==> src/rtl/bwq_pkg.sv <==
// Shared widths and constants of the blend weight quantizer.
// No dependencies; imported by every module of the block.
`default_nettype none

package bwq_pkg;

	localparam int W_BITS = 24;                 // raw weight, signed Q8.16
	localparam int CW_BITS = 23;                // clamped weight, never negative
	localparam int Q_BITS = 8;                  // share width, one quotient bit per stage
	localparam int NUM_SCALE = 510;             // 2 * full scale
	localparam int NUM_EXTRA_W = 9;             // bits of NUM_SCALE
	localparam logic [Q_BITS-1:0] FULL_SCALE = 8'd255;

	localparam int FRONT_STAGES = 4;            // clamp, pair sums, total, numerators
	localparam int DIV_STAGES = Q_BITS;         // restoring divider
	localparam int MERGE_STAGES = 2;            // share pair sums, correction

endpackage

`default_nettype wire

==> src/rtl/bwq_front.sv <==
// Front end: clamps weights, sums them, finds the first largest lane and forms
// each lane's dividend and the shared divisor. Depends on bwq_pkg.
`default_nettype none

module bwq_front
	import bwq_pkg::*;
#(
	parameter int LANES = 4,
	parameter int SUM_W = 25,
	parameter int IDX_W = 2
) (
	input  wire logic                            clk,
	input  wire logic [FRONT_STAGES-1:0]         en,
	input  wire logic [LANES*W_BITS-1:0]         weights,
	output logic      [SUM_W+NUM_EXTRA_W-1:0]    num [LANES],
	output logic      [SUM_W:0]                  den,
	output logic      [IDX_W-1:0]                best,
	output logic                                 zero
);

	localparam int NP = (LANES + 1) / 2;
	localparam int NW = SUM_W + NUM_EXTRA_W;
	localparam int PSW = CW_BITS + 1;

	logic [CW_BITS-1:0] w_s1 [LANES];
	logic [CW_BITS-1:0] w_s2 [LANES];
	logic [CW_BITS-1:0] w_s3 [LANES];
	logic [PSW-1:0]     psum_s2 [NP];
	logic [CW_BITS-1:0] pmax_s2 [NP];
	logic [IDX_W-1:0]   pidx_s2 [NP];
	logic [SUM_W-1:0]   sum_s3;
	logic [IDX_W-1:0]   best_s3;
	logic [NW-1:0]      num_s4 [LANES];
	logic [SUM_W:0]     den_s4;
	logic [IDX_W-1:0]   best_s4;
	logic               zero_s4;

	logic [PSW-1:0]     psum_c [NP];
	logic [CW_BITS-1:0] pmax_c [NP];
	logic [IDX_W-1:0]   pidx_c [NP];
	logic [SUM_W-1:0]   sum_c;
	logic [IDX_W-1:0]   best_c;

	// stage 1: clamp negatives to zero
	always_ff @(posedge clk) begin
		if (en[0]) begin
			for (int i = 0; i < LANES; i++) begin
				w_s1[i] <= weights[i*W_BITS + W_BITS - 1] ? '0
					: weights[i*W_BITS +: CW_BITS];
			end
		end
	end

	// stage 2: pairwise sum and pairwise max (even lane wins a tie)
	always_comb begin
		logic [CW_BITS-1:0] a, b;
		for (int j = 0; j < NP; j++) begin
			a = w_s1[2*j];
			b = (2*j + 1 < LANES) ? w_s1[(2*j + 1) % LANES] : '0;
			psum_c[j] = {1'b0, a} + {1'b0, b};
			if (b > a) begin
				pmax_c[j] = b;
				pidx_c[j] = IDX_W'(2*j + 1);
			end else begin
				pmax_c[j] = a;
				pidx_c[j] = IDX_W'(2*j);
			end
		end
	end

	always_ff @(posedge clk) begin
		if (en[1]) begin
			w_s2 <= w_s1;
			psum_s2 <= psum_c;
			pmax_s2 <= pmax_c;
			pidx_s2 <= pidx_c;
		end
	end

	// stage 3: total and first largest over the pairs
	always_comb begin
		logic [CW_BITS-1:0] bv;
		sum_c = '0;
		bv = pmax_s2[0];
		best_c = pidx_s2[0];
		for (int j = 0; j < NP; j++) begin
			sum_c = sum_c + SUM_W'(psum_s2[j]);
			if (pmax_s2[j] > bv) begin
				bv = pmax_s2[j];
				best_c = pidx_s2[j];
			end
		end
	end

	always_ff @(posedge clk) begin
		if (en[2]) begin
			w_s3 <= w_s2;
			sum_s3 <= sum_c;
			best_s3 <= best_c;
		end
	end

	// stage 4: dividend 510*w + sum, divisor 2*sum
	always_ff @(posedge clk) begin
		if (en[3]) begin
			for (int i = 0; i < LANES; i++) begin
				num_s4[i] <= NW'(w_s3[i]) * NW'(NUM_SCALE) + NW'(sum_s3);
			end
			den_s4 <= {sum_s3, 1'b0};
			best_s4 <= best_s3;
			zero_s4 <= (sum_s3 == '0);
		end
	end

	assign num = num_s4;
	assign den = den_s4;
	assign best = best_s4;
	assign zero = zero_s4;

endmodule

`default_nettype wire

==> config.mk <==
export PLATFORM = sky130hd
export DESIGN_NAME = bwq_front
export DESIGN_NICKNAME = d
export VERILOG_FILES = /design/src/rtl/bwq_pkg.sv /design/src/rtl/bwq_front.sv
export SDC_FILE = /design/constraint.sdc
export NUM_CORES = 2
export LEC_CHECK = 0
export BUFFER_PORTS_ARGS = -buffer_cell sky130_fd_sc_hd__buf_2
export CAP_MARGIN = 10
export CELL_PAD_IN_SITES_DETAIL_PLACEMENT = 0
export CELL_PAD_IN_SITES_GLOBAL_PLACEMENT = 1
export CORE_MARGIN = 3
export CORE_UTILIZATION = 40
export DETAILED_ROUTE_END_ITERATION = 7
export HOLD_SLACK_MARGIN = 0.15
export PLACE_DENSITY = 0.74
export SLEW_MARGIN = 20
export SYNTH_ARGS = -nofsm -noshare
export SYNTH_HDL_FRONTEND = slang
export SYNTH_SLANG_ARGS = --single-unit
==> constraint.sdc <==
create_clock -name clk -period 8.1 [get_ports clk]
set_input_delay 0.81 -clock clk [delete_from_list [all_inputs] [get_ports clk]]
set_output_delay 0.81 -clock clk [all_outputs]
set_load 0.02 [all_outputs]
After elaboration in Yosys (flattened, before gate mapping):

Index checks and enable logic that the tools add are counted.

* bits in registers: 565
* input port bits: 101
* output and inout port bits: 165

* add/sub/neg operators: 7
* $mul: 4
* $lt $le $gt $ge: 3
* muxes and demuxes: 5
* reductions and logical operators: 1

Operators by type and width (count)
* adder 32 x 25 -> 33 bit: 4
* multiplier 23 x 8 -> 31 bit, second input constant: 4
* greater-than comparator 23 bit: 3
* adder 23 x 23 -> 24 bit: 2
* two-way mux 23 bit: 2
* adder 24 x 24 -> 25 bit: 1
* zero test 25 bit: 1
* two-way mux 1 bit: 2
* two-way mux 2 bit: 1

Logic depth before layout (Yosys ltp):

* depth after elaboration: 2
* mapped depth: 30
* mapped depth without buffers: 30

Worst setup path after synthesis:

No wires, ideal clock.

* kind: register to register
* start: register w_s3[0] (netlist bit)
* end: register num_s4 (netlist bit num[31]), data pin
* data arrival time: 6314 ps
* data required time: 7838 ps
* setup slack: 1524 ps
* cell stages (with the launch flop): 31
* buffers on the path: 0
* clock period less this slack: 6576 ps
* cell sequence: edfxtp_1 > fa_1 > inv_1 > fa_1 > inv_1 > fa_1 > inv_1 > fa_1 > inv_1 > ha_1 > o21a_1 > a21oi_1 > o21ai_1 > a21oi_1 > o21bai_1 > a21oi_1 > nor2b_1 > o21a_1 > o311a_1 > ha_1 > a21o_1 > a21oi_1 > nand2_1 > nor2_1 > a31oi_1 > nand4_1 > o21ai_0 > o41ai_1 > o21ai_0 > nand3_1 > xnor2_1

* cells in the longest elaborated chain, start to end: 2

RTL lines
* from (decl): RTL line bwq_front.sv:27 `logic [CW_BITS-1:0] w_s3 [LANES];`
* from (signal assigned): RTL line bwq_front.sv:97 `w_s3 <= w_s2;`
* multiplier 23 x 8 -> 31 bit: RTL line bwq_front.sv:107 `num_s4[i] <= NW'(w_s3[i]) * NW'(NUM_SCALE) + NW'(sum_s3);`
* adder 32 x 25 -> 33 bit: RTL line bwq_front.sv:107
* to (signal, indexed assignment): RTL line bwq_front.sv:107
* to (decl): RTL line bwq_front.sv:33 `logic [NW-1:0] num_s4 [LANES];`

No other way between the ends.
A chain may end at the register's enable or synchronous reset.

Worst setup path in the final report:

Ends and elaborated chain as after synthesis.

==> results.txt <==
Worst Slack Setup Final: 759.3 ps
Hold Buf Count CTS: 0
setup TNS: 0 ps
TritonCTS buffer count: 67
synth top area cells: edfxtp_1 (38%), fa_1 (20%), ha_1 (13%)
first-pass GRT wire length: 157.7 mm
CTS root buffer: clkbuf_16
Die Area: 0.1130 mm^2
placed cell areas: 0.04666 mm^2
antenna violations before repair: 8
core area: 0.1077 mm^2
post-DR wirelength/cell: 18.84 um
# Max-Cap Violations: 0
Top Layer Used: met4
final setup fails: 0
maximum fanout along the worst path: 6
wire length on met2: 48.50 mm
r2r worst-path depth: 30
hold path depth: 0
DIE WIDTH: 336.2 um
vias in the first global route: 27560
DRT met1 WL: 44.40 mm
Yosys reg bits: 555
layout cells sized above 1: 11.22%
most common cell after layout, fill and taps aside: inv_1
cell count after synthesis: 3683
Startpoint Class: flip-flop
Yosys warning total: 0
vias per cell: 4.973
total number of vias: 27160
Critical Path AT: 7710 ps
Max stage delay on crit path: 650 ps
hpwl dp: 82.89 mm
Max Slew Vio Count: 0
area grow syn2layout: 12.19%
fin area: 0.04892 mm^2
Mapped Area: 0.04360 mm^2
fin nets: 4971
dpl ws: 799.0 ps
Synth Area per Inst: 11.84 um^2
H-tree levels: 3
Crit-path slowest cell: fa_1
top-area cell type share of the netlist area: 38.22%
GPL Wtd Cong: 0.8618
Synth cell types: 89
CTS resizes: 0
Crit Path Class: flip-flop to flip-flop
FF-to-FF End: num[31]
antenna cells: 0
Final Hold Fails: 0
residual DRC count: 0
Site Rows: 120
reg2reg setup slack: 760 ps
Post-synth EDFFs: 555
Max clock buf depth: 3
Synth area leader: edfxtp_1
WL met3: 5.509 mm
min-delay src: w_s2[38]
FFs w/ async S/R, synth: 0%
RSZ-0062 raised after global routing: false
Ports: 266
critical path data required time: 8470 ps
CTS clk-pin slew, worst paths: 70 ps
R2R Path Start: w_s3[0]
Post-CTS Setup Repair Bufs: 0
most frequent cells in the layout: inv_1 (637), edfxtp_1 (555), ha_1 (439), fa_1 (427), buf_2 (256)
Main synth FF type: edfxtp_1
Critical Path Sink Type: flip-flop
fmax: 136.2 MHz
CTS tree: built
Die Y: 336.2 um
pin count of the biggest net entering global routing: 102
worst-skew pair later-pin latency: 630 ps
HP Class: flip-flop to flip-flop
Period minus WS final: 7341 ps
# port buffers: 260
initial drt markers: 1575
Remaining Overflow, GRT: 0
Initial Util: 40.50%
Clock Skews: 33.02 ps
1st-pass router iterations: 6
post-route antenna net violation count: 0
Tightest Pin Transition: 1059 ps
sequential fraction of the synthesis area: 38.22%
GRT Util Overall: 18.42%
crit share post-route: 90.63%
Worst slew margin: 29.43%
Hold Path Sink: w_s3[38]
status: finished, final reports clean
DRT Wirelength: 102.9 mm
clock sink total: 555
area by class of cell:
type | instances | area (um^2)
well taps | 1403 | 1755
flip-flops and latches | 555 | 16670
clock inverters | 43 | 481.7
repair buffers | 274 | 1431
fillers | 9937 | 58740
inverters | 637 | 2391
multi-input cells | 2469 | 24430
clock buffers | 79 | 1764
metrics by stage:
step                      instances  hold WS, ps  utilization [%]
after global placement         5338        400.9            43.35
after floorplan                3687        400.3                -
after CTS                      5460        401.3            45.43
after detailed placement       5338        404.5            43.35
after global routing           5460        417.2            45.44
final                          5460        400.8            45.44
cells by family after synthesis:
family | share of synthesized area, %
adder cells (fa/ha/maj) | 32.20
AO/OA/AOI/OAI | 9.796
buffers and inverters | 5.791
AND/OR/NAND/NOR | 7.260
flip-flops | 38.22
XOR/XNOR | 5.564
multiplexers | 1.159
other | 0.008600
worst max path at each step:
stage,startpoint,endpoint,slack [ps],cells after the start
finish,w_s3[0],num[31],760,30
global route,w_s3[0],num[31],340,30
CTS,w_s3[0],num[31],750,30
detailed placement,w_s3[0],num[31],800,30
global placement,w_s3[0],num[31],830,30
floorplan,w_s3[0],num[31],1520,30
flip-flops by register name, indices dropped and copies added, names as in the netlist:
signal,count
num,128
w_s1,92
w_s2,92
w_s3,92
psum_s2,48
pmax_s2,46
den,25
sum_s3,25
best,2
best_s3,2
pidx_s2,2
zero,1
routing by layer:
metal / global-route usage, % / vias up
li1: - / 13210
met1: 24.26 / 13190
met2: 30.58 / 617
met3: 2.570 / 135
met4: 7.718 / 0
met5: 0 / -
Yosys cell counts (3+ instances only):
cell / number
nand2b_1: 38
a31oi_1: 14
and2_1: 9
a31o_2: 4
o41ai_1: 7
a2111oi_0: 5
o211ai_1: 5
nand2_1: 97
nor2_1: 162
a21o_1: 98
o31ai_1: 5
a21boi_0: 10
buf_4: 9
nor4_1: 9
a311oi_1: 5
a221oi_2: 4
mux2_2: 44
ha_1: 439
o2111ai_1: 3
fa_1: 427
and3_1: 18
a221o_1: 4
nor2b_1: 137
a21oi_1: 230
or3_1: 11
nor3_1: 36
xor2_1: 90
a221oi_1: 4
or2_2: 8
o31a_1: 3
nand3_1: 36
o21ai_1: 11
nand4_1: 31
inv_1: 637
clkbuf_1: 14
a211o_1: 3
edfxtp_1: 555
o22ai_1: 3
o21a_1: 34
o21bai_1: 49
and4_1: 4
o21ai_0: 106
o21ba_2: 6
a211oi_1: 17
xnor2_1: 187
critical path, delay by kind of cell, from the launching register on:
family | cells | cell delay (ps)
flip-flops | 1 | 490
AO/OA/AOI/OAI | 14 | 2960
adder cells (fa/ha/maj) | 6 | 2830
AND/OR/NAND/NOR | 5 | 520
XOR/XNOR | 1 | 70
buffers and inverters | 4 | 220
Power is left out: the tool's default activity adds up to more than one toggle a clock period on the data nets, which glitch-free logic cannot reach.
