### src/rtl/bwq_pkg.sv
// Shared widths and constants of the blend weight quantizer.
// No dependencies; imported by every module of the block.
`default_nettype none

package bwq_pkg;

	localparam int W_BITS = 24;                 // raw weight, signed Q8.16
	localparam int CW_BITS = 23;                // clamped weight, never negative
	localparam int Q_BITS = 8;                  // share width, one quotient bit per stage
	localparam int NUM_SCALE = 510;             // 2 * full scale
	localparam int NUM_EXTRA_W = 9;             // bits of NUM_SCALE
	localparam logic [Q_BITS-1:0] FULL_SCALE = 8'd255;

	localparam int FRONT_STAGES = 4;            // clamp, pair sums, total, numerators
	localparam int DIV_STAGES = Q_BITS;         // restoring divider
	localparam int MERGE_STAGES = 2;            // share pair sums, correction

endpackage

`default_nettype wire

### src/rtl/bwq_lane.sv
// One lane's pipelined restoring divider, one quotient bit per stage.
// Depends on bwq_pkg.
`default_nettype none

module bwq_lane
	import bwq_pkg::*;
#(
	parameter int SUM_W = 25
) (
	input  wire logic                         clk,
	input  wire logic [DIV_STAGES-1:0]        en,
	input  wire logic [SUM_W+NUM_EXTRA_W-1:0] num,
	input  wire logic [SUM_W:0]               den,
	output logic      [Q_BITS-1:0]            share
);

	localparam int NW = SUM_W + NUM_EXTRA_W;

	// remainder and divisor are not needed after the last stage
	logic [NW-1:0]     rem_s [DIV_STAGES-1];
	logic [SUM_W:0]    den_s [DIV_STAGES-1];
	logic [Q_BITS-1:0] quo_s [DIV_STAGES];

	for (genvar k = 0; k < DIV_STAGES; k++) begin : g_stage
		localparam int SH = DIV_STAGES - 1 - k;

		logic [NW-1:0]     rem_in;
		logic [SUM_W:0]    den_in;
		logic [Q_BITS-1:0] quo_in;
		logic [NW:0]       diff;
		logic              fits;

		if (k == 0) begin : g_first
			assign rem_in = num;
			assign den_in = den;
			assign quo_in = '0;
		end else begin : g_next
			assign rem_in = rem_s[k-1];
			assign den_in = den_s[k-1];
			assign quo_in = quo_s[k-1];
		end

		assign diff = {1'b0, rem_in} - {1'b0, NW'(den_in) << SH};
		assign fits = !diff[NW];

		always_ff @(posedge clk) begin
			if (en[k]) begin
				quo_s[k] <= {quo_in[Q_BITS-2:0], fits};
			end
		end

		if (k < DIV_STAGES - 1) begin : g_carry
			always_ff @(posedge clk) begin
				if (en[k]) begin
					rem_s[k] <= fits ? diff[NW-1:0] : rem_in;
					den_s[k] <= den_in;
				end
			end
		end
	end

	assign share = quo_s[DIV_STAGES-1];

endmodule

`default_nettype wire

### config.mk
export PLATFORM = sky130hd
export DESIGN_NAME = bwq_lane
export DESIGN_NICKNAME = d
export VERILOG_FILES = /design/src/rtl/bwq_pkg.sv /design/src/rtl/bwq_lane.sv
export SDC_FILE = /design/constraint.sdc
export NUM_CORES = 1
export LEC_CHECK = 0
export CORE_MARGIN = 2
export CORE_UTILIZATION = 60
export CTS_CLUSTER_DIAMETER = 60
export CTS_CLUSTER_SIZE = 8
export DETAILED_ROUTE_END_ITERATION = 8
export DONT_BUFFER_PORTS = 1
export GPL_ROUTABILITY_DRIVEN = 0
export GPL_TIMING_DRIVEN = 0
export PLACE_DENSITY_LB_ADDON = 0.05
export SLEW_MARGIN = 20
export SYNTH_ARGS = -nofsm -noshare
export SYNTH_HDL_FRONTEND = slang
export SYNTH_SLANG_ARGS = --single-unit
### constraint.sdc
create_clock -name clk -period 9.8 [get_ports clk]
set_input_delay 1.47 -clock clk [delete_from_list [all_inputs] [get_ports clk]]
set_output_delay 1.47 -clock clk [all_outputs]
set_load 0.02 [all_outputs]
* Word level (Yosys, flattened, before mapping) *
Memories as Yosys holds them, arrays and structs flattened.
Cells that the tools add are included.

storage, ports and cells
  register bits after elaboration = 0
  RAM bits = 484
  output and inout port bits = 8
  word-level logic and storage cells = 42
  memories kept = 3

memories
  name   depth  width  rd ports  clocked after memory_dff  wr ports  line            source
  rem_s  7      34     7         0                         7         bwq_lane.sv:20  logic [NW-1:0] rem_s [DIV_STAGES-1];
  den_s  7      26     7         0                         7         bwq_lane.sv:21  logic [SUM_W:0] den_s [DIV_STAGES-1];
  quo_s  8      8      8         0                         8         bwq_lane.sv:22  logic [Q_BITS-1:0] quo_s [DIV_STAGES];

cells by class
  $add $sub $neg = 8
  muxes and demuxes = 23
  reduce and logical (&&, ||, !) cells = 8

operator list
  cell                          number
  2-to-1 mux 34 bit             7
  subtractor 34 x 26 -> 35 bit  1
  subtractor 34 x 27 -> 35 bit  1
  subtractor 34 x 28 -> 35 bit  1
  subtractor 34 x 29 -> 35 bit  1
  subtractor 34 x 30 -> 35 bit  1
  subtractor 34 x 31 -> 35 bit  1
  subtractor 34 x 32 -> 35 bit  1
  subtractor 34 x 33 -> 35 bit  1
  2-to-1 mux 1 bit              16
  zero test 1 bit               8

* Longest topological paths before layout *
Gate-level depths: netlist of run 1.
An unclocked memory read counts as a cell.

  depth in word-level cells = 3
  mapped depth = 14
  gate-level depth less buffers = 13

* Worst setup path after synthesis of run 1 *
OpenSTA, ideal clock, no wires.

  kind = input to register
  start = input port num[7]
  end = memory rem_s[0][33] in the netlist's numbering, data pin
  library setup time = 0.254 ns
  arrival = 3.806 ns
  data required time = 9.546 ns
  setup slack = 5.740 ns
  cell stages on the path = 12
  path buffers = 0
  path through = inv_1 ha_1 inv_1 fa_1 a211o_1 a211oi_1 o211a_1 nor2_1 a221oi_1 o31a_1 o21ai_0 a21o_1

RTL lines
  element          line            source
  start, declared  bwq_lane.sv:12  input wire logic [SUM_W+NUM_EXTRA_W-1:0] num,
  end, declared    bwq_lane.sv:20

==> out/metrics.csv, run 1 <==
stage;metric;value;unit
synth;asr flop ratio synth;0;
critical_path;crit start category;flip-flop;
global_route;initial antenna violation count;0;
synth;synth top area cells;edfxtp_1, ha_1, a21oi_1, inv_1, o21ai_0;
synth;synthesized area per cell;10.9;sq um
power;leakage;11.8;nW
finish;layout overhead on the synthesized area;9.86;%
clock_tree;maximum clock insertion buffer count;3;
synth;post-synthesis sequential element count;456;
finish;cell area after layout;29100;sq um
route;Detail Route Antenna Nets;0;
die;width of the chip;214;um
global_route;first-pass GRT wire length;85900;um
clock_tree;hold_buf cts;0;
die;num rows;76;
synth;cell taking the most area after synthesis;edfxtp_1;
global_route;number of global-route vias before repair;18500;
critical_path;slowest stage delay, CP;0.62;ns
timing;post-route minimum period;4.36;ns
timing;Final period util;0.445;
timing;Fin Clk Skew;0.0218;ns
timing;final setup vio count;0;
finish;Fill cells;3334;
power;VDD IR max;0.124;mV
finish;Final Util;0.671;
clock_tree;clk sinks;456;
route;# DRC;0;
critical_path;CP max FO;10;
synth;Netlist cell types;75;
finish;register cell area after layout;13700;sq um
critical_path;Worst setup EP type;flip-flop;
clock_tree;worst skew pair latency;0.58;ns
synth;top cells by count, synth;edfxtp_1, inv_1, a21oi_1;
critical_path;CP arrival;4.66;ns
clock_tree;quantity of gates resized following cts;0;
route;Initial DRC Count;1066;
synth;synthesized instance count;2439;
synth;YS warnings;0;
synth;most numerous cell in the Yosys netlist;edfxtp_1;
clock_tree;Clk pin slew, worst setup/hold paths;0.05;ns
finish;area of the multi-input gates;11600;sq um
clock_tree;CTS tree;done;
outcome;status;complete, no violations;
clock_tree;cts bufs inserted;68;
die;initial core utilization;0.611;
die;die height;214;um
placement;Port Buffer Count;0;
route;final wirelength;51200;um
timing;Tightest Pin Transition;0.690;ns
route;detailed-route via count;17900;
timing;Worst Setup Slack, final;5.44;ns
min_path;Hold WC Path Type;flip-flop to flip-flop;
critical_path;Crit path top cell by count;nor2b_1;
die;die area;45800;sq um
timing;Max-slew headroom;0.535;
timing;Final Slew Violations;0;
synth;Synth Cell Area;26500;sq um
synth;most common flop cell mapped by yosys;edfxtp_1;
global_route;Remaining Overflow, GRT;0;
synth;Post-synth EDFFs;456;
global_route;gr usage total;0.230;
route;drt pass-1 iters;5;
global_route;pin count of the biggest net entering global routing;68;
placement;Placed Area;27200;sq um
critical_path;Worst EP required;10.09;ns
clock_tree;post-CTS setup buffers;0;
synth;Mapped Nets;2722;
clock_tree;root buf cell;clkbuf_16;
power;Pwr per Cell Area;278;nW/um^2
synth;share of the synthesized area in the top cell type;0.517;
die;num ports;77;
route;vias per cell;5.76;
route;wire per inst;16.5;um
finish;layout cells sized above 1;0.0628;
timing;Fin. Hold Viols;0;
placement;Setup WS pre-CTS;5.15;ns
timing;setup TNS;0;ns
timing;fmax;0.229;GHz
die;core box area;43400;sq um
finish;ANT cells;0;
placement;detailed placer's ending HPWL;39600;um
critical_path;crit path kind;flip-flop to flip-flop;
critical_path;crit path cell chain;inv_1 > ha_1 > fa_1 > nor2b_1 > o31ai_1 > a21oi_1 > o31a_1 > o311ai_1 > a21boi_1 > nor2b_1 > buf_2 > clkbuf_1 > o21ai_0;
clock_tree;CTS H-tree lvls;3;
critical_path;CP max stage cell;o311ai_1;
run;number of max-cap violations;0;
synth;sequential fraction of the synthesis area;0.517;
timing;RSZ-0062 raised after global routing;no;
finish;fin nets;2792;
[final timing paths]
kind | start | endpoint | slack [ns] | cells past startpoint
max reg2reg | rem_s[0][6] | rem_s[1][26] | 5.44 | 13
min reg2reg | rem_s[2][1] | rem_s[3][1] | 0.41 | 0
min | rem_s[2][1] | rem_s[3][1] | 0.41 | 0
max | rem_s[0][6] | rem_s[1][26] | 5.44 | 13
[power breakdown]
part           switching (mW)  leakage [nW]  internal, mW
Combinational            1.69          6.45          1.31
Sequential              0.242          4.43          2.80
Clock                   0.744         0.923          1.32
[critical path: cells and delay by family, from the launching register on]
family	cells	cell delay [ns]
buffers and inverters	3	0.82
and+or+nand+nor	2	0.50
adders and majority gates	2	0.42
AOI/OAI and AO/OA	6	1.98
DFF	1	0.37
[stage by stage]
| stage | total power [mW] | instances | hold slack [ns] |
|---|---|---|---|
| after floorplan | 5.37 | 2439 | 0.400 |
| after global placement | 5.92 | 3024 | 0.401 |
| after detailed placement | 6.00 | 3024 | 0.405 |
| after CTS | 8.11 | 3102 | 0.412 |
| after global routing | 8.66 | 3102 | 0.421 |
| final | 8.10 | 3102 | 0.405 |
[placed cells by master (no fill, tap or decap), types with 30 or more instances in the layout]
| cell type | count |
|---|---|
| nand4_1 | 30 |
| o21ai_0 | 174 |
| a21o_1 | 87 |
| clkbuf_16 | 73 |
| ha_1 | 207 |
| o21a_1 | 39 |
| nand2_1 | 191 |
| xnor2_1 | 95 |
| clkbuf_1 | 36 |
| mux2_2 | 32 |
| xor2_1 | 72 |
| a21oi_1 | 222 |
| edfxtp_1 | 456 |
| nor2_1 | 154 |
| nor3_1 | 32 |
| inv_1 | 254 |
[metal layers]
layer  wire length [um]  global-route usage  part of all wire
met5                  0                   0                 0
met4               2780               0.138             0.054
met3               2480              0.0376             0.048
met2              26100               0.418              0.51
met1              19900               0.253              0.39
[registers in the layout, summed over array words and instances, names as in the netlist]
name and count:
rem_s 238, den_s 182, quo_s 36
[kinds of logic (layout without fill, tap and decap cells)]
logic type / count (synthesis) / after routing / share of synthesized area
xor gates and xnor gates: 167 / 167 / 0.0552
buffers and inverters: 319 / 397 / 0.0466
AOI/OAI and AO/OA: 701 / 701 / 0.165
muxes: 42 / 42 / 0.0179
adders and majority gates: 214 / 214 / 0.103
DFF: 456 / 456 / 0.517
and+or+nand+nor: 540 / 540 / 0.0947
[layout make-up]
type,instances,area share
buffer,64,0.00950
sequential,456,0.471
multi-input combinational,1664,0.397
tap,585,0.0252
clock buffer,74,0.0629
inverter,255,0.0329
clock inverter,4,0.00163
No activity file was read; power rests on OpenSTA's default activity.
==> run 2, diff against run 1 <==
--- a/config.mk
+++ b/config.mk
@@ -5,8 +5,9 @@
 export SDC_FILE = /design/constraint.sdc
 export NUM_CORES = 1
 export LEC_CHECK = 0
+export ABC_AREA = 1
 export CORE_MARGIN = 2
-export CORE_UTILIZATION = 60
+export CORE_UTILIZATION = 59
 export CTS_CLUSTER_DIAMETER = 60
 export CTS_CLUSTER_SIZE = 8
 export DETAILED_ROUTE_END_ITERATION = 8
==> constraint.sdc (replaced) <==
create_clock -name clk -period 3.6 [get_ports clk]
set_input_delay 0.54 -clock clk [delete_from_list [all_inputs] [get_ports clk]]
set_output_delay 0.54 -clock clk [all_outputs]
set_load 0.02 [all_outputs]
==> out/metrics.csv, run 2 <==
stage;metric;value;unit
outcome;status;complete, no violations;
finish;commonest non-fill, non-tap cell in the layout;nand2_1;
synth;post-synthesis simple-gate area fraction;0.309;
clock_tree;worst skew pair latency;0.60;ns
synth;synth top area cells;edfxtp_1, nand2_1, inv_1, ha_1, nand3_1;
global_route;first-pass GRT wire length;134000;um
clock_tree;hold_buf cts;0;
clock_tree;post-CTS setup buffers;0;
die;width of the chip;238;um
synth;cell taking the most area after synthesis;edfxtp_1;
power;Pwr per Cell Area;702;nW/um^2
die;core box area;53900;sq um
critical_path;CP max FO;10;
global_route;Remaining Overflow, GRT;0;
run;number of max-cap violations;0;
clock_tree;clk sinks;456;
route;Detail Route Antenna Nets;0;
power;leakage;18.3;nW
placement;Port Buffer Count;0;
timing;Final period util;0.786;
route;vias per cell;5.23;
global_route;number of global-route vias before repair;26900;
timing;Final Slew Violations;0;
critical_path;Reg2Reg Setup Slack;0.77;ns
synth;Synth Area in Compound Gates;0.0421;
timing;Tightest Pin Transition;1.01;ns
finish;layout overhead on the synthesized area;8.76;%
timing;Fin. Hold Viols;0;
timing;fmax;0.353;GHz
finish;max reg flops;238;
finish;fin nets;4723;
synth;Synth Area in Adders;0.0847;
synth;most numerous cell in the Yosys netlist;nand2_1;
critical_path;crit path kind;flip-flop to flip-flop;
synth;Netlist cell types;39;
global_route;initial antenna violation count;1;
finish;Regs by FF count;rem_s: 238 flops, den_s: 182 flops, quo_s: 36 flops;
clock_tree;maximum clock insertion buffer count;3;
finish;Final Util;0.650;
route;# DRC;0;
synth;largest family of logic cells by synthesized area;simple AND/OR/NAND/NOR gates;
min_path;Hold WC Path Type;input port to flip-flop;
timing;RSZ-0062 raised after global routing;no;
global_route;pin count of the biggest net entering global routing;68;
global_route;gr usage total;0.308;
die;die height;238;um
min_path;worst hold path cell count;0;
route;wire per inst;16.4;um
critical_path;Worst setup EP type;flip-flop;
route;detailed-route via count;26900;
synth;Synth Cell Area;32200;sq um
synth;share of the synthesized area in the top cell type;0.425;
finish;Fill cells;4815;
timing;Fin Clk Skew;0.0175;ns
synth;synthesized instance count;4368;
synth;YS warnings;0;
power;VDD IR max;0.470;mV
clock_tree;CTS H-tree lvls;3;
clock_tree;CTS tree;done;
synth;post-synthesis mux area share;0;
timing;post-route minimum period;2.83;ns
critical_path;r2r worst-path depth;14;
clock_tree;quantity of gates resized following cts;0;
route;drt pass-1 iters;6;
critical_path;CP arrival;3.29;ns
die;num ports;77;
clock_tree;root buf cell;clkbuf_16;
synth;synthesized area per cell;7.38;sq um
synth;most common flop cell mapped by yosys;edfxtp_1;
clock_tree;Clk pin slew, worst setup/hold paths;0.05;ns
power;total chip power;24.6;mW
min_path;Hold EP;rem_s[0][1];
finish;most frequent cells in the layout;nand2_1, inv_1, edfxtp_1;
critical_path;crit start category;flip-flop;
critical_path;RR Startpoint;den_s[0][0];
route;final wirelength;84700;um
synth;asr flop ratio synth;0;
die;num rows;85;
finish;Most flops, register;rem_s;
finish;layout cells sized above 1;0.0451;
timing;Max-slew headroom;0.322;
placement;detailed placer's ending HPWL;69200;um
synth;post-synthesis sequential element count;456;
synth;Post-synth EDFFs;456;
die;initial core utilization;0.598;
timing;final setup vio count;0;
route;Initial DRC Count;1654;
synth;sequential fraction of the synthesis area;0.425;
critical_path;worst reg2reg path endpoint;rem_s[1][29];
timing;setup TNS;0;ns
die;die area;56500;sq um
clock_tree;cts bufs inserted;70;
synth;Mapped Nets;4651;
min_path;Min-Delay Startpoint;num[1];
synth;Synth Area in XOR/XNOR;0.0264;
critical_path;Worst EP required;4.06;ns
synth;top cells by count, synth;nand2_1, inv_1, edfxtp_1;
-- run 2: cell types whose count changed after synthesis, moves of 23 or more --
cell      change
clkbuf_1     -35
a21oi_1      -68
inv_1       +627
o21ai_0     -128
a21o_1       -87
o21a_1       -38
xnor2_1      -73
nor2b_1      -23
nand3_1     +236
nor2_1      +106
nand3b_1     +28
nand2b_1     -24
mux2_2       -32
nand2_1    +1530
-- run 2: power breakdown --
part           total, mW  internal (mW)  switching (mW)
Combinational       10.6           3.60            6.98
Sequential          8.15           7.47           0.683
Clock               5.88           3.59            2.29
Total               24.6           14.7            9.96
-- run 2: critical path, stage by stage, from the launching register on --
cell	delay [ns]
edfxtp_1	0.39
ha_1	0.24
fa_1	0.41
inv_1	0.14
nand3_1	0.10
nand3_2	0.15
nand2_1	0.08
nand2_2	0.12
nand2_1	0.06
nand2_1	0.11
nand2_1	0.07
nand2_2	0.17
buf_2	0.34
nand3_1	0.19
nand2_1	0.10
-- run 2: metrics by stage --
step / setup WS [ns] / area (sq um) / hold slack (ns) / instances
floorplan: 1.34 / 32200 / 0.400 / 4368
global placement: 0.779 / 33100 / 0.401 / 5064
detailed placement: 0.773 / 33100 / 0.405 / 5064
CTS: 0.759 / 35000 / 0.00527 / 5152
global route: 0.656 / 35100 / 0.00853 / 5154
finish: 0.770 / 35100 / 0.0372 / 5154
-- run 2: cell families after synthesis --
logic type / Yosys count
simple gates: 2425
buf+inv: 932
flops: 456
compound gates: 244
fa+ha+maj: 214
xor+xnor: 97
-- run 2: worst max-delay path by stage --
stage	start	end	slack [ns]
finish	den_s[0][0]	rem_s[1][29]	0.77
CTS	den_s[0][0]	rem_s[1][29]	0.76
global placement	den_s[0][0]	rem_s[1][29]	0.78
floorplan	den_s[4][0]	rem_s[5][10]	1.34
global route	den_s[0][0]	rem_s[1][28]	0.66
detailed placement	den_s[0][0]	rem_s[1][29]	0.77
-- run 2: cell type report --
type / count / area, sq um / share of cell area
clock buffers: 73 / 1780 / 0.0509
well taps: 696 / 871 / 0.0248
plain buffers: 39 / 294 / 0.00839
flip-flops and latches: 456 / 13700 / 0.391
multi-input cells: 2980 / 14900 / 0.425
inverters: 893 / 3350 / 0.0956
clock inverters: 15 / 163 / 0.00464
diodes: 2 / 5.00 / 0.000143
-- run 2: per-layer routing --
layer / vias to the layer above / wire (um) / part of all wire / GRT usage
li1: 13800 / - / - / -
met1: 11900 / 30100 / 0.36 / 0.304
met2: 819 / 43400 / 0.51 / 0.576
met3: 359 / 3550 / 0.042 / 0.0409
met4: 0 / 7620 / 0.090 / 0.248
met5: - / 0 / 0 / 0
==> run 3, diff against run 2 <==
--- a/config.mk
+++ b/config.mk
@@ -7,7 +7,7 @@
 export LEC_CHECK = 0
 export ABC_AREA = 1
 export CORE_MARGIN = 2
-export CORE_UTILIZATION = 59
+export CORE_UTILIZATION = 60
 export CTS_CLUSTER_DIAMETER = 60
 export CTS_CLUSTER_SIZE = 8
 export DETAILED_ROUTE_END_ITERATION = 8
==> constraint.sdc (replaced) <==
create_clock -name clk -period 2.97 [get_ports clk]
set_input_delay 0.4455 -clock clk [delete_from_list [all_inputs] [get_ports clk]]
set_output_delay 0.4455 -clock clk [all_outputs]
set_load 0.02 [all_outputs]
==> out/metrics.csv, run 3 (same netlist as run 2, synthesis figures left out) <==
stage;metric;value;unit
finish;commonest non-fill, non-tap cell in the layout;nand2_1;
finish;Regs by FF count;rem_s: 238 flops, den_s: 182 flops, quo_s: 36 flops;
route;drt pass-1 iters;6;
power;VDD IR max;0.453;mV
global_route;Remaining Overflow, GRT;0;
clock_tree;Clk pin slew, worst setup/hold paths;0.05;ns
global_route;pin count of the biggest net entering global routing;68;
clock_tree;CTS H-tree lvls;3;
global_route;number of global-route vias before repair;27600;
die;initial core utilization;0.610;
critical_path;Worst EP required;3.31;ns
route;final wirelength;86800;um
finish;fin nets;4766;
clock_tree;root buf cell;clkbuf_16;
critical_path;crit start category;flip-flop;
critical_path;Crit path top cell by count;nand2_1;
timing;RSZ-0062 raised after global routing;no;
placement;Setup WS pre-CTS;0.105;ns
critical_path;CP max FO;10;
route;Initial DRC Count;1693;
min_path;Min-Delay Startpoint;num[10];
finish;Most flops, register;rem_s;
global_route;first-pass GRT wire length;138000;um
critical_path;crit path from;den_s[0][0];
die;width of the chip;236;um
clock_tree;worst skew pair latency;0.62;ns
global_route;initial antenna violation count;2;
timing;fmax;0.357;GHz
finish;Final Util;0.674;
critical_path;CP arrival;3.14;ns
power;total chip power;30.1;mW
timing;Fin. Hold Viols;0;
timing;final setup vio count;0;
die;core box area;52900;sq um
run;number of max-cap violations;0;
die;die height;236;um
min_path;Hold WC Path Type;input port to flip-flop;
critical_path;crit path kind;flip-flop to flip-flop;
global_route;gr usage total;0.319;
finish;most frequent cells in the layout;nand2_1, inv_1, edfxtp_1;
power;leakage;18.5;nW
timing;Tightest Pin Transition;0.937;ns
timing;Worst Setup Slack, final;0.173;ns
die;num rows;84;
die;die area;55600;sq um
timing;hold_ws;0.0272;ns
timing;post-route minimum period;2.80;ns
timing;Max-slew headroom;0.370;
route;detailed-route via count;27300;
clock_tree;maximum clock insertion buffer count;3;
timing;Final Slew Violations;0;
power;Pwr per Cell Area;846;nW/um^2
finish;Non-Filler Instances;5191;
placement;DP Cell Count;5056;
timing;Final period util;0.942;
timing;setup TNS;0;ns
critical_path;Worst setup EP type;flip-flop;
route;wire per inst;16.7;um
critical_path;RR Startpoint;den_s[0][0];
placement;Port Buffer Count;0;
outcome;status;complete, no violations;
route;vias per cell;5.26;
finish;layout cells sized above 1;0.0460;
finish;layout overhead on the synthesized area;10.5;%
clock_tree;clk sinks;456;
placement;detailed placer's ending HPWL;69300;um
route;Detail Route Antenna Nets;0;
finish;max reg flops;238;
timing;Fin Clk Skew;0.0322;ns
clock_tree;cts bufs inserted;70;
critical_path;slowest stage delay, CP;0.42;ns
critical_path;crit path cell chain;ha_1 > fa_1 > inv_1 > nand3_1 > nand3_2 > nand2_1 > nand2_2 > nand2_1 > nand2_1 > nand2_1 > nand2_4 > inv_2 > buf_2 > nand2_1 > nand2_1;
critical_path;CP max stage cell;fa_1;
clock_tree;CTS tree;done;
die;num ports;77;
finish;cell area after layout;35600;sq um
placement;Placed Area;33100;sq um
route;# DRC;0;
run 3: cell count changes in the layout (fill, tap and decap cells not counted), moves of 2 or more:
cell / previous run / this run
diode_2: 2 / 4
inv_6: 2 / 4
clkinv_2: 4 / 2
buf_16: 0 / 7
dlygate4sd3_1: 0 / 36
run 3: what timing repair did:
item,4_1_cts,5_1_grt
buffers inserted,0,0
endpoints found under the hold margin,478,0
endpoints found under the setup margin,0,2
resized for setup,0,2
hold buffers,43,0
run 3: layout make-up:
type                            instances  area [sq um]
Inverter                              893          3350
Fill cell                            4643         17300
Clock inverter                         15           185
Multi-Input combinational cell       2980         14900
Tap cell                              688           861
Sequential cell                       456         13700
Antenna cell                            4          10.0
Buffer                                 39           297
Timing Repair Buffer                   43           553
Clock buffer                           73          1760
run 3: final timing paths:
| kind | depth (start not counted) | endpoint | slack, ns |
|---|---|---|---|
| worst max-delay path | 15 | rem_s[1][27] | 0.17 |
| worst min-delay path | 2 | rem_s[0][10] | 0.03 |
| worst max register to register | 15 | rem_s[1][27] | 0.17 |
| worst min register to register | 0 | quo_s[1][9] | 0.41 |
run 3: layer usage:
layer  GRT usage  wire length [um]  vias to the layer above
met5           0                 0                        -
met4       0.268              7930                        0
met3      0.0447              3820                      377
met2       0.602             44800                      864
met1       0.305             30200                    12100
li1            -                 -                    13900
run 3: where the power goes:
group / total (mW) / internal, mW / switching [mW]
Combinational: 13.0 / 4.43 / 8.61
Clock: 7.21 / 4.39 / 2.82
Sequential: 9.89 / 9.05 / 0.836
run 3: worst max-delay path: cells and delay by family, from the launching register on:
| family | cells | cell delay, ns |
|---|---|---|
| AND/OR/NAND/NOR | 10 | 1.08 |
| adder cells (fa/ha/maj) | 2 | 0.66 |
| flip-flops | 1 | 0.40 |
| buffers and inverters | 3 | 0.40 |
