<file path="src/rtl/bwq_pkg.sv">
// Shared widths and constants of the blend weight quantizer.
// No dependencies; imported by every module of the block.
`default_nettype none

package bwq_pkg;

	localparam int W_BITS = 24;                 // raw weight, signed Q8.16
	localparam int CW_BITS = 23;                // clamped weight, never negative
	localparam int Q_BITS = 8;                  // share width, one quotient bit per stage
	localparam int NUM_SCALE = 510;             // 2 * full scale
	localparam int NUM_EXTRA_W = 9;             // bits of NUM_SCALE
	localparam logic [Q_BITS-1:0] FULL_SCALE = 8'd255;

	localparam int FRONT_STAGES = 4;            // clamp, pair sums, total, numerators
	localparam int DIV_STAGES = Q_BITS;         // restoring divider
	localparam int MERGE_STAGES = 2;            // share pair sums, correction

endpackage

`default_nettype wire

</file>
<file path="src/rtl/bwq_merge.sv">
// Merge stage: sums the lane shares, hands the difference to 255 to the first
// largest lane, handles the all-zero case. Output register of the block.
// Depends on bwq_pkg.
`default_nettype none

module bwq_merge
	import bwq_pkg::*;
#(
	parameter int LANES = 4,
	parameter int IDX_W = 2
) (
	input  wire logic                      clk,
	input  wire logic [MERGE_STAGES-1:0]   en,
	input  wire logic [Q_BITS-1:0]         share_in [LANES],
	input  wire logic [IDX_W-1:0]          best,
	input  wire logic                      zero,
	output logic      [LANES*Q_BITS-1:0]   shares
);

	localparam int NP = (LANES + 1) / 2;

	logic [Q_BITS-1:0]     share_s1 [LANES];
	logic [Q_BITS:0]       psum_s1 [NP];
	logic [IDX_W-1:0]      best_s1;
	logic                  zero_s1;
	logic [LANES*Q_BITS-1:0] out_s2;

	logic [Q_BITS:0]       psum_c [NP];
	logic [Q_BITS-1:0]     total_c;
	logic [LANES*Q_BITS-1:0] out_c;

	always_comb begin
		logic [Q_BITS-1:0] b;
		for (int j = 0; j < NP; j++) begin
			b = (2*j + 1 < LANES) ? share_in[(2*j + 1) % LANES] : '0;
			psum_c[j] = {1'b0, share_in[2*j]} + {1'b0, b};
		end
	end

	always_ff @(posedge clk) begin
		if (en[0]) begin
			share_s1 <= share_in;
			psum_s1 <= psum_c;
			best_s1 <= best;
			zero_s1 <= zero;
		end
	end

	// only the low byte of the share total matters: the result is taken mod 256
	always_comb begin
		total_c = '0;
		for (int j = 0; j < NP; j++) begin
			total_c = total_c + psum_s1[j][Q_BITS-1:0];
		end
		for (int i = 0; i < LANES; i++) begin
			if (zero_s1) begin
				out_c[i*Q_BITS +: Q_BITS] = (i == 0) ? FULL_SCALE : '0;
			end else if (IDX_W'(i) == best_s1) begin
				out_c[i*Q_BITS +: Q_BITS] = share_s1[i] + FULL_SCALE - total_c;
			end else begin
				out_c[i*Q_BITS +: Q_BITS] = share_s1[i];
			end
		end
	end

	always_ff @(posedge clk) begin
		if (en[1]) begin
			out_s2 <= out_c;
		end
	end

	assign shares = out_s2;

endmodule

`default_nettype wire

</file>
<file path="config.mk">
export PLATFORM = sky130hd
export DESIGN_NAME = bwq_merge
export DESIGN_NICKNAME = d
export VERILOG_FILES = /design/src/rtl/bwq_pkg.sv /design/src/rtl/bwq_merge.sv
export SDC_FILE = /design/constraint.sdc
export NUM_CORES = 1
export LEC_CHECK = 0
export ABC_CLOCK_PERIOD_IN_PS = 3400
export BUFFER_PORTS_ARGS = -buffer_cell sky130_fd_sc_hd__buf_4
export CELL_PAD_IN_SITES_DETAIL_PLACEMENT = 1
export CELL_PAD_IN_SITES_GLOBAL_PLACEMENT = 1
export CORE_MARGIN = 10
export CORE_UTILIZATION = 42
export DETAILED_ROUTE_END_ITERATION = 8
export GPL_ROUTABILITY_DRIVEN = 0
export HOLD_SLACK_MARGIN = 0.03
export PLACE_DENSITY = 0.87
export SLEW_MARGIN = 20
export SYNTH_ARGS = -nofsm -noshare
export SYNTH_HDL_FRONTEND = slang
export SYNTH_SLANG_ARGS = --single-unit
</file>
<file path="constraint.sdc">
create_clock -name clk -period 3.4 [get_ports clk]
set_input_delay 0.68 -clock clk [delete_from_list [all_inputs] [get_ports clk]]
set_output_delay 0.68 -clock clk [all_outputs]
set_load 0.02 [all_outputs]
</file>
After elaboration in Yosys (flattened, before gate mapping)
Index checks and enable logic that the tools add are counted.
{"block": "word_totals", "wordCells": 28, "register_bits": 83}
{"block": "op_classes", "eq_ne": 3, "addsub": 11, "mux": 4, "n_reduce_logical": 1}
{"cell": "$add A8 B8 Y8 const B", "count": 4}
{"cell": "$mux W8", "count": 4}
{"cell": "$sub A8 B8 Y8", "count": 4}
{"cell": "$add A8 B8 Y8", "count": 3}
{"cell": "$eq A2 B2 Y1 const A", "count": 2}
{"cell": "$eq A1 B2 Y1 const A", "count": 1}
{"cell": "$logic_not A2 Y1", "count": 1}

Longest topological paths before layout
Gate-level depths: netlist of run 1.
{"block": "depth", "ltp_word": 3, "ltp_mapped": 12, "depth_no_buf": 12}

Least setup slack after synthesis of run 1
Ideal clock, no wire load.
{"block": "synth_timing", "path_type": "reg2reg", "start": "register psum_s1[0] (netlist name)", "end": "register out_s2[31], in the netlist shares[31], data pin", "path_slack_ns": -0.084, "setup_time_ns": 0.138, "period_less_slack_ns": 3.484, "path_stages_with_launch": 12, "path_buffers": 0, "t_arrival_ns": 3.346, "cell_sequence": "edfxtp_1 -> ha_1 -> fa_1 -> inv_1 -> ha_1 -> a21o_1 -> a21oi_1 -> a22oi_1 -> a311oi_2 -> o22ai_1 -> or4b_1 -> nand4_1"}
{"block": "synth_between", "elab_chain_cells": 3}
{"item": "start, declared", "line_no": "bwq_merge.sv:23", "rtl": "logic [Q_BITS:0] psum_s1 [NP];"}
{"item": "start signal, assigned", "line_no": "bwq_merge.sv:43", "rtl": "psum_s1 <= psum_c;"}
{"item": "$add A8 B8 Y8", "line_no": "bwq_merge.sv:53", "rtl": "total_c = total_c + psum_s1[j][Q_BITS-1:0];"}
{"item": "$sub A8 B8 Y8", "line_no": "bwq_merge.sv:59", "rtl": "out_c[i*Q_BITS +: Q_BITS] = share_s1[i] + FULL_SCALE - total_c;"}
{"item": "$mux W8", "line_no": "bwq_merge.sv:58", "rtl": "end else if (IDX_W'(i) == best_s1) begin"}
{"item": "end signal, assigned", "line_no": "bwq_merge.sv:68", "rtl": "out_s2 <= out_c;"}
{"item": "end, declared", "line_no": "bwq_merge.sv:26", "rtl": "logic [LANES*Q_BITS-1:0] out_s2;"}
No other way between the ends.
A chain may end at the register's enable or synchronous reset.

Final worst setup path of run 1
{"block": "layout_timing", "start": "register psum_s1[0] (netlist name)", "end": "register out_s2[7], in the netlist shares[7], data pin"}
Same word-level chain as after synthesis.

==> summary.md, run 1 <==
| Metric | Value |
|---|---|
| Sequential area share after synthesis | `43.8%` |
| Clock Latency Late Sink | `0.36 ns` |
| Fraction of registers with async set/reset | `0%` |
| Fin worst setup slack | `0.121 ns` |
| Fin crit share | `96.4%` |
| Syn Area/Cell | `10.4 um^2` |
| Max_slew headroom | `between 50% and 60%` |
| Final Hold Slack | `0.500 ns` |
| Clock Root Buffer | `clkbuf_16` |
| Fin area | `slightly below 7000 um^2` |
| Row count | `42` |
| Max-slew violation count | `0` |
| Synth area leaders | `edfxtp_1 44%, ha_1 7.3%, a21oi_1 4.2%, xnor2_1 3.2%, inv_1 2.6%` |
| Initial Utilization | `between 40 and 50%` |
| Vias after detailed routing | `between 4,000 and 5,000` |
| Post-synth EDFFs | `83` |
| Routed WL per cell | `20.6 um` |
| Flops & latches, synth | `83` |
| DRC Markers | `0` |
| First-pass GRT wire length | `25,800 um` |
| Die Y-Extent | `136 um` |
| Arr. time, crit path | `3.44 ns` |
| Cell accounting for the most synthesized area | `edfxtp_1` |
| Setup crit start kind | `flop` |
| Crit-path max FO | `4` |
| Final nets | `698` |
| 1st-pass router iterations | `5` |
| # port buffers | `a little under 70` |
| Worst-margin pin slew | `about 0.64 ns` |
| CTS tree | `built` |
| Synth Instances | `between 500 and 600` |
| Max VDD drop | `0.344 mV` |
| Gr usage total | `17.9%` |
| Area growth syn-to-layout | `19.3%` |
| Hold Path Class | `primary input to flop` |
| Post-Place Setup Slack | `-0.0501 ns` |
| Most frequent cells in the layout | `84 x buf_4, 83 x edfxtp_1, 44 x a21oi_1` |
| TritonCTS Buffers | `9` |
| Via density | `5.97` |
| Setup TNS | `0 ns` |
| Syn_nets | `625` |
| Power per Cell Area | `roughly 650 nW/um^2` |
| Final hold vios | `0` |
| GR Overflow Total | `0` |
| DRT iter0 DRCs | `347` |
| Lkg Pwr | `between 2 and 3 nW` |
| Most common cell after layout, fill and taps aside | `buf_4` |
| Clk_skew | `about 0.007 ns` |
| WS Path Type | `flop to flop` |
| Cell Area, Placed | `6430 um^2` |
| Clock-pin slew on the worst setup and hold paths | `around 0.060 ns` |
| Post-Syn Area | `approximately 5700 um^2` |
| Overall routed net length | `16,500 um` |
| Library cells used by synthesis | `77` |
| Detailed placement HPWL | `about 13,000 um` |
| Num ports | `70` |
| Die area | `18,600 um^2` |
| Clock Sink Count | `83` |
| Die width | `between 100 and 150 um` |
| Ys flop type | `edfxtp_1` |
| Antenna Nets Post-Route | `0` |
| Deepest clock path buffer count | `2` |
| Area share of the largest cell type after synthesis | `43.8%` |
| Htree depth | `3` |
| Max-Cap Viols | `0` |
| Setup violation total in the final timing report | `0` |
| Largest net degree at the start of global routing | `52` |
| Share of layout cells above drive strength 1 | `23.0%` |
| Tmin final | `3.28 ns` |
| Fmax | `305 MHz` |
| Vias in the first global route | `5,048` |
| Core Footprint | `13,200 um^2` |
| Setup crit end kind | `flop` |
| Yosys Warn Count | `0` |
| Post-Layout Cell Count | `801` |
| Antenna Cells | `0` |
| Number of hold buffers added after cts | `0` |
| Placed Instances | `785` |
| Status | `complete, no violations` |
| Initial antenna violation count | `0` |
| Critical Path RT | `3.56 ns` |
[logic make-up (layout without fill, tap and decap cells)]
kind of cell	after synthesis	count (layout)	synth area share (%)
AO/OA/AOI/OAI	162	162	20.7
AND/OR/NAND/NOR	162	162	15.0
flip-flops	83	83	43.8
buffers and inverters	61	139	4.60
adder cells (fa/ha/maj)	42	42	10.1
XOR/XNOR	33	33	5.08
multiplexers	4	4	0.726
[registers in the layout, indices dropped and copies added (netlist names)]
name      cells
psum_s1      16
share_s1     32
shares       32
best_s1       2
zero_s1       1
[through the flow]
step	utilization (%)	power [mW]
after CTS	50.6	4.35
after global routing	51.2	4.70
after floorplan	-	2.83
final	51.2	4.43
after global placement	48.5	3.31
after detailed placement	48.5	3.45
[routing by layer]
layer  up-vias  wire, um  global-route usage, %
met3        38      1010                   4.24
met5         -         0                      0
met2       163      8280                   31.1
met1      2347      6680                   20.2
li1       2231         -                      -
met4         0       508                   8.76
[worst max-delay path, cell delays in order, from the launching register on]
cell       delay [ns]
edfxtp_1         0.37
ha_2             0.21
fa_2             0.55
inv_2            0.07
ha_1             0.27
a21o_1           0.21
a21oi_4          0.19
a22oi_2          0.13
a311oi_2         0.29
o22ai_1          0.16
a221o_1          0.36
a2111oi_2        0.27
[where the power goes]
part           internal [mW]  total [mW]  switching, mW  leakage, nW
Sequential              1.29        1.37         0.0837        0.820
Combinational          0.876        2.19           1.31         1.75
Clock                  0.486       0.878          0.392        0.125
Total                   2.65        4.43           1.79         2.69
[cell usage after synthesis (5+ instances only)]
library cell and count:
a2111oi_0 7, a221oi_1 6, a21o_1 10, a21boi_0 5
o21bai_1 9, fa_1 7, nor2_1 39, clkbuf_1 15
nor3_1 21, inv_1 39, o21ai_0 15, ha_1 33
nand2_1 32, xnor2_1 21, nand4_1 5, a21oi_1 48
nand3_1 12, nand2b_1 8, xor2_1 12, or3_1 9
edfxtp_1 83
[path summary, 6_finish.rpt]
path	startpoint	to	depth (start not counted)	slack [ns]
worst max-delay path	psum_s1[0]$_DFFE_PP_	shares[7]$_SDFFCE_PP1P_	11	0.12
worst min register to register	share_s1[24]$_DFFE_PP_	shares[0]$_SDFFCE_PP1P_	2	0.62
worst min-delay path	best[1]	best_s1[1]$_DFFE_PP_	1	0.50
worst max register to register	psum_s1[0]$_DFFE_PP_	shares[7]$_SDFFCE_PP1P_	11	0.12
[area by class of cell]
cell class                      count  area, um^2
Inverter                           39         146
Tap cell                          176         220
Clock buffer                       10         229
Multi-Input combinational cell    403        3030
Clock inverter                      6        32.5
Fill cell                        1486        6460
Sequential cell                    83        2490
Timing Repair Buffer               84         631
[repair_timing]
action	CTS	global route
endpoints found under the hold margin	0	0
resized for setup	2	18
setup endpoints to repair	2	9
pin swaps	0	7
setup buffers	0	0
No activity file was read; power rests on OpenSTA's default activity.
==> run 2: changes to the inputs <==
Settings changed: CORE_MARGIN 10 to default.
==> run 2 against run 1 <==
  * First-iteration DRC count is 23% lower
  * Wire length grew 1.8%
  * Global-route usage rose by 6.4 points
  * Combinational power grew 4%
  * Flip-flop and latch count unchanged
  * Utilization rose by 0.65 points
  * Register-to-register slack got worse by 0.04 ns
  * Sequential share of layout area fell by 0.46 points
  * Via count increased by 2.4%
  * Clock power increased by 12%
  * Cell count rose by 0.87%
  * Clock skew increased by 0.0042 ns
  * Critical endpoint is now shares[15]$_SDFFCE_PP0P_
  * Highest routed layer unchanged
==> summary.md, run 2 (synthesized netlist as in run 1, its figures left out) <==
| Metric | Value |
|---|---|
| Post-Place Setup Slack | `-0.0836 ns` |
| Largest net degree at the start of global routing | `52` |
| Number of hold buffers added after cts | `0` |
| 1st-pass router iterations | `5` |
| Cell Area, Placed | `between 6000 and 7000 um^2` |
| Critical Path RT | `3.62 ns` |
| DRC Markers | `0` |
| Antenna Cells | `0` |
| Clk_skew | `0.0111 ns` |
| R2r setup slk | `between 0.08 and 0.09 ns` |
| Fin crit share | `roughly 100%` |
| Final nets | `705` |
| Row count | `between 40 and 50` |
| Fin worst setup slack | `about 0.083 ns` |
| GR Overflow Total | `0` |
| Max_slew headroom | `51.2%` |
| Die area | `14,000 um^2` |
| # port buffers | `69` |
| Fmax | `301 MHz` |
| Clock Sink Count | `83` |
| Setup TNS | `0 ns` |
| Tmin final | `3.32 ns` |
| Total chip power | `4.63 mW` |
| Power per Cell Area | `around 670 nW/um^2` |
| Storage cell area | `2490 um^2` |
| Final hold vios | `0` |
| Detailed placement HPWL | `roughly 13,000 um` |
| Arr. time, crit path | `3.53 ns` |
| Die Y-Extent | `118 um` |
| Deepest clock path buffer count | `2` |
| Initial Utilization | `42.9%` |
| Seq pwr share | `29.6%` |
| RSZ-0062 raised after global routing | `yes` |
| Lkg Pwr | `around 2.7 nW` |
| Most frequent cells in the layout | `91 x buf_4, 83 x edfxtp_1, 45 x a21oi_1` |
| Met3 global-route usage | `4.49%` |
| Clock power frac | `21.2%` |
| Via density | `6.06` |
| Num ports | `70` |
| DRT iter0 DRCs | `about 270` |
| Gr usage total | `24.3%` |
| Setup crit start kind | `flop` |
| Met1 Usage GRT | `29.0%` |
| Multi-input logic area | `3030 um^2` |
| Routed WL per cell | `20.8 um` |
| Worst-margin pin slew | `0.732 ns` |
| Most common cell after layout, fill and taps aside | `buf_4` |
| Max VDD drop | `0.409 mV` |
| Antenna Nets Post-Route | `0` |
| Fin area | `6870 um^2` |
| Overall routed net length | `16,800 um` |
| Clock-pin slew on the worst setup and hold paths | `0.07 ns` |
| WS Path Type | `flop to flop` |
| Core Footprint | `13,200 um^2` |
| First-pass GRT wire length | `roughly 26,000 um` |
| Max-slew violation count | `0` |
| Comb power frac | `between 40% and 50%` |
| Status | `complete, no violations` |
| Vias in the first global route | `5,087` |
| Switch share | `39.9%` |
| Pint | `2.78 mW` |
| GR peak layer | `met2` |
| Crit-path max FO | `4` |
| Clock Root Buffer | `clkbuf_16` |
| Setup crit end kind | `flop` |
| TritonCTS Buffers | `9` |
| Setup violation total in the final timing report | `0` |
| Max-Cap Viols | `0` |
| Initial antenna violation count | `0` |
| Clock Latency Late Sink | `0.36 ns` |
| Sw Pwr | `1.85 mW` |
| Share of layout cells above drive strength 1 | `24.2%` |
| CTS tree | `built` |
| M2 GR Usage | `43.8%` |
| Vias after detailed routing | `slightly below 5,000` |
| Die width | `118 um` |
| Layout fillers | `about 1,500` |
| Hold Path Class | `primary input to flop` |
| Area growth syn-to-layout | `20.8%` |
| Htree depth | `3` |
-- run 2: path summary, 6_finish.rpt --
check | from | endpoint | cells past startpoint
worst max-delay path | psum_s1[9]$_DFFE_PP_ | shares[15]$_SDFFCE_PP0P_ | 11
worst min register to register | share_s1[24]$_DFFE_PP_ | shares[0]$_SDFFCE_PP1P_ | 2
worst max register to register | psum_s1[9]$_DFFE_PP_ | shares[15]$_SDFFCE_PP0P_ | 11
worst min-delay path | best[0] | best_s1[0]$_DFFE_PP_ | 1
-- run 2: stage by stage --
step,std cells,hold WS [ns],utilization (%)
2_1_floorplan,547,0.544,-
3_3_place_gp,787,0.586,48.6
3_5_place_dp,787,0.610,48.6
4_1_cts,804,0.496,51.2
5_1_grt,808,0.494,51.9
6_report,808,0.502,51.9
-- run 2: layer usage --
| layer | wire, um | up-vias |
|---|---|---|
| li1 | - | 2242 |
| met1 | 6570 | 2439 |
| met2 | 8850 | 177 |
| met3 | 924 | 35 |
| met4 | 429 | 0 |
| met5 | 0 | - |
-- run 2: layout make-up --
cell class	instances	share of cell area (%)
timing repair buffer	91	9.95
clock inverter	7	0.984
inverter	39	2.13
tap	176	3.21
multi-input combinational	403	44.2
sequential	83	36.3
clock buffer	9	3.28
-- run 2: what timing repair did --
item                       CTS  global route
setup endpoints to repair    4             7
pin swaps                    2            13
gates resized for setup      6            13
setup buffers                1             4
-- run 2: worst max-delay path, stage by stage, from the launching register on --
cell,delay (ns)
edfxtp_1,0.38
ha_2,0.21
fa_2,0.56
inv_2,0.08
ha_1,0.28
a21o_1,0.19
a21o_2,0.22
a2bb2oi_1,0.15
a311oi_2,0.33
o22ai_2,0.16
or4b_1,0.53
nand4_1,0.10
-- run 2: power groups by stage --
stage	combinational [mW]	sequential (mW)	clock, mW
global placement	1.93	1.38	0
global route	2.45	1.38	1.03
CTS	2.14	1.37	0.992
detailed placement	2.07	1.39	0
finish	2.28	1.37	0.979
floorplan	1.41	1.42	0
==> run 3: changes to the inputs <==
Settings changed: ABC_AREA from default to 1, CORE_UTILIZATION 42 to 40, PLACE_DENSITY 0.87 to 0.86.
==> run 3 against run 2 <==
  * Non-clock buffer count shrank 20
  * Power shrank 16%
  * Worst setup slack improved by 0.18 ns
  * Clock skew is 0.0022 ns lower
  * Synthesized cell count shrank 0.73%
  * Combinational power down 29%
  * Utilization shrank 1.9 points
  * Die area down 5.8%
  * Cell count decreased by 2.0%
  * Critical path depth rose by 5
  * Clock-buffer cell count increased by 2
  * Critical path type unchanged
  * Highest routed layer unchanged
==> summary.md, run 3 <==
| Metric | Value |
|---|---|
| Final nets | `698` |
| R2r setup slk | `about 0.26 ns` |
| Antenna Nets Post-Route | `0` |
| Antenna Cells | `0` |
| Gr usage total | `21.7%` |
| Library cells used by synthesis | `34` |
| Critical Path RT | `3.47 ns` |
| Post-Syn Area | `5100 um^2` |
| RSZ-0062 raised after global routing | `no` |
| Most frequent cells in the layout | `113 x nand2_1, 83 x edfxtp_1, 76 x inv_1` |
| Hold Path Class | `primary input to flop` |
| Die area | `13,200 um^2` |
| Deepest clock path buffer count | `2` |
| Comb power frac | `between 40% and 50%` |
| Hold Crit Depth | `1` |
| Reg2Reg Depth | `16` |
| Core Footprint | `12,200 um^2` |
| Switch share | `between 30% and 40%` |
| Layout fillers | `1,440` |
| Die width | `115 um` |
| Synth area leaders | `edfxtp_1 49%, nand2_1 8.3%, ha_1 8.1%, inv_1 5.6%, a21oi_1 4.3%` |
| Ys flop type | `edfxtp_1` |
| Clock power frac | `24.2%` |
| First-pass GRT wire length | `21,200 um` |
| DRT iter0 DRCs | `170` |
| Tmin final | `roughly 3.1 ns` |
| Clock Sink Count | `83` |
| Largest net degree at the start of global routing | `52` |
| Detailed placement HPWL | `10,400 um` |
| Via density | `between 5 and 6` |
| Share of layout cells above drive strength 1 | `approximately 17%` |
| DRC Markers | `0` |
| Syn_nets | `621` |
| WS Path Type | `flop to flop` |
| Clk_skew | `0.00885 ns` |
| Lkg Pwr | `2.81 nW` |
| Fraction of registers with async set/reset | `0%` |
| Worst-margin pin slew | `0.799 ns` |
| Sequential area share after synthesis | `around half` |
| Most used cell, CP | `nand2_1` |
| Initial Utilization | `a little over two fifths` |
| Synth Instances | `543` |
| RR Endpoint | `shares[15]$_SDFFCE_PP0P_` |
| Num ports | `70` |
| Number of hold buffers added after cts | `0` |
| Sw Pwr | `around 1.5 mW` |
| Max-slew violation count | `0` |
| Syn Area/Cell | `9.39 um^2` |
| Setup TNS | `0 ns` |
| Setup violation total in the final timing report | `0` |
| Commonest cells post-synth | `113 x nand2_1, 83 x edfxtp_1, 76 x inv_1` |
| Fmax | `319 MHz` |
| Yosys Warn Count | `0` |
| Overall routed net length | `13,200 um` |
| Max_slew headroom | `46.7%` |
| Crit-path max FO | `5` |
| CTS tree | `built` |
| Max incr delay on CP | `0.67 ns` |
| Area share of the largest cell type after synthesis | `48.9%` |
| 1st-pass router iterations | `4` |
| Most common cell after layout, fill and taps aside | `nand2_1` |
| CP max-delay cell | `fa_2` |
| HP Start | `best[1]` |
| Flops & latches, synth | `83` |
| Die Y-Extent | `115 um` |
| Setup crit start kind | `flop` |
| # port buffers | `69` |
| Total chip power | `~3.9 mW` |
| Max VDD drop | `0.207 mV` |
| Status | `complete, no violations` |
| Power per Cell Area | `636 nW/um^2` |
| Routed WL per cell | `16.7 um` |
| Htree depth | `3` |
| Count leader, synth | `nand2_1` |
| Vias in the first global route | `around 4,400` |
| Cell accounting for the most synthesized area | `edfxtp_1` |
| TritonCTS Buffers | `9` |
| Final hold vios | `0` |
| GR Overflow Total | `0` |
| Post-synth EDFFs | `83` |
| Area growth syn-to-layout | `19.8%` |
| Vias after detailed routing | `4,057` |
| Worst flop-to-flop path startpoint | `psum_s1[0]$_DFFE_PP_` |
| Row count | `40` |
| Pint | `2.41 mW` |
| Hold Path Sink | `best_s1[1]$_DFFE_PP_` |
| Seq pwr share | `34.2%` |
| Arr. time, crit path | `3.21 ns` |
| Fin crit share | `between 90 and 100%` |
| Cells along the critical path | `ha_1 > fa_2 > inv_1 > ha_1 > nand2_1 > nor2_1 > a211oi_1 > nor2_1 > nand2_1 > nand2_1 > nand2_1 > nand2_1 > nand2_1 > nand2_1 > nand2_1 > a21oi_1` |
| Clock Latency Late Sink | `0.35 ns` |
| Clock Root Buffer | `clkbuf_16` |
| Max-Cap Viols | `0` |
| Setup crit end kind | `flop` |
| Clock-pin slew on the worst setup and hold paths | `0.06 ns` |
| Initial antenna violation count | `0` |
run 3: cell count changes after synthesis, sizes merged, moves of 9 or more:
| cell | change |
|---|---|
| xnor2 | -11 |
| a21o | -9 |
| o21ai | +13 |
| or3 | -11 |
| inv | +38 |
| nand2 | +92 |
| nor3 | -21 |
| nand3 | +34 |
| a2111oi | -9 |
| clkbuf | -11 |
run 3: cell type report:
type	count	area (um^2)	share of cell area, %
flip-flops and latches	83	2490	40.8
clock buffers	11	233	3.81
repair buffers	71	533	8.73
well taps	168	210	3.44
multi-input cells	376	2300	37.6
inverters	79	297	4.86
clock inverters	4	42.5	0.697
run 3: worst max-delay path: cells and delay by family (launching register included):
kind,cells,cell delay (ns)
AOI/OAI and AO/OA,2,0.39
DFF,1,0.36
and+or+nand+nor,10,0.72
buffers and inverters,1,0.16
adders and majority gates,3,1.23
run 3: metal layers:
metal | vias up | global-route usage [%] | share of wire [%]
met5 | - | 0 | 0
met4 | 0 | 8.57 | 2.1
met3 | 21 | 4.74 | 3.6
li1 | 1994 | - | -
met2 | 80 | 39.0 | 51
met1 | 1962 | 25.0 | 44
run 3: cell families (layout without fill, tap and decap cells):
logic type	after synthesis	after routing	synth area share, %
DFF	83	83	48.9
AOI/OAI and AO/OA	92	92	9.84
adders and majority gates	40	40	10.8
xor gates and xnor gates	29	29	4.98
and+or+nand+nor	215	215	19.2
buffers and inverters	84	165	6.21
run 3: worst max path at each step:
stage,from,end,slack (ns),cells past startpoint
3_3_place_gp,psum_s1[0]$_DFFE_PP_,shares[15]$_SDFFCE_PP0P_,0.35,16
5_1_grt,psum_s1[0]$_DFFE_PP_,shares[15]$_SDFFCE_PP0P_,0.002,16
2_1_floorplan,psum_s1[0]$_DFFE_PP_,shares[23]$_SDFFCE_PP0P_,0.62,16
6_report,psum_s1[0]$_DFFE_PP_,shares[15]$_SDFFCE_PP0P_,0.26,16
3_5_place_dp,psum_s1[0]$_DFFE_PP_,shares[15]$_SDFFCE_PP0P_,0.15,16
4_1_cts,psum_s1[0]$_DFFE_PP_,shares[15]$_SDFFCE_PP0P_,0.13,16
run 3: power groups by stage:
stage	registers (mW)	clock network (mW)	logic, mW
2_1_floorplan	1.38	0	1.09
3_3_place_gp	1.34	0	1.48
3_5_place_dp	1.35	0	1.59
4_1_cts	1.33	0.959	1.61
5_1_grt	1.34	0.995	1.81
6_report	1.33	0.939	1.62
run 3: per-stage QoR:
step	setup WS [ns]	utilization, %	instances	hold WS [ns]	area [um^2]
finish	0.263	50.0	792	0.505	6110
global route	0.00206	50.0	792	0.496	6110
CTS	0.128	49.9	792	0.495	6100
detailed placement	0.145	47.7	777	0.580	5820
global placement	0.348	47.7	777	0.553	5820
floorplan	0.622	-	543	0.531	5100
run 3: repair_timing:
| action | 4_1_cts | 5_1_grt |
|---|---|---|
| setup endpoints to repair | 0 | 4 |
| gates resized for setup | 0 | 2 |
| setup buffers | 0 | 0 |
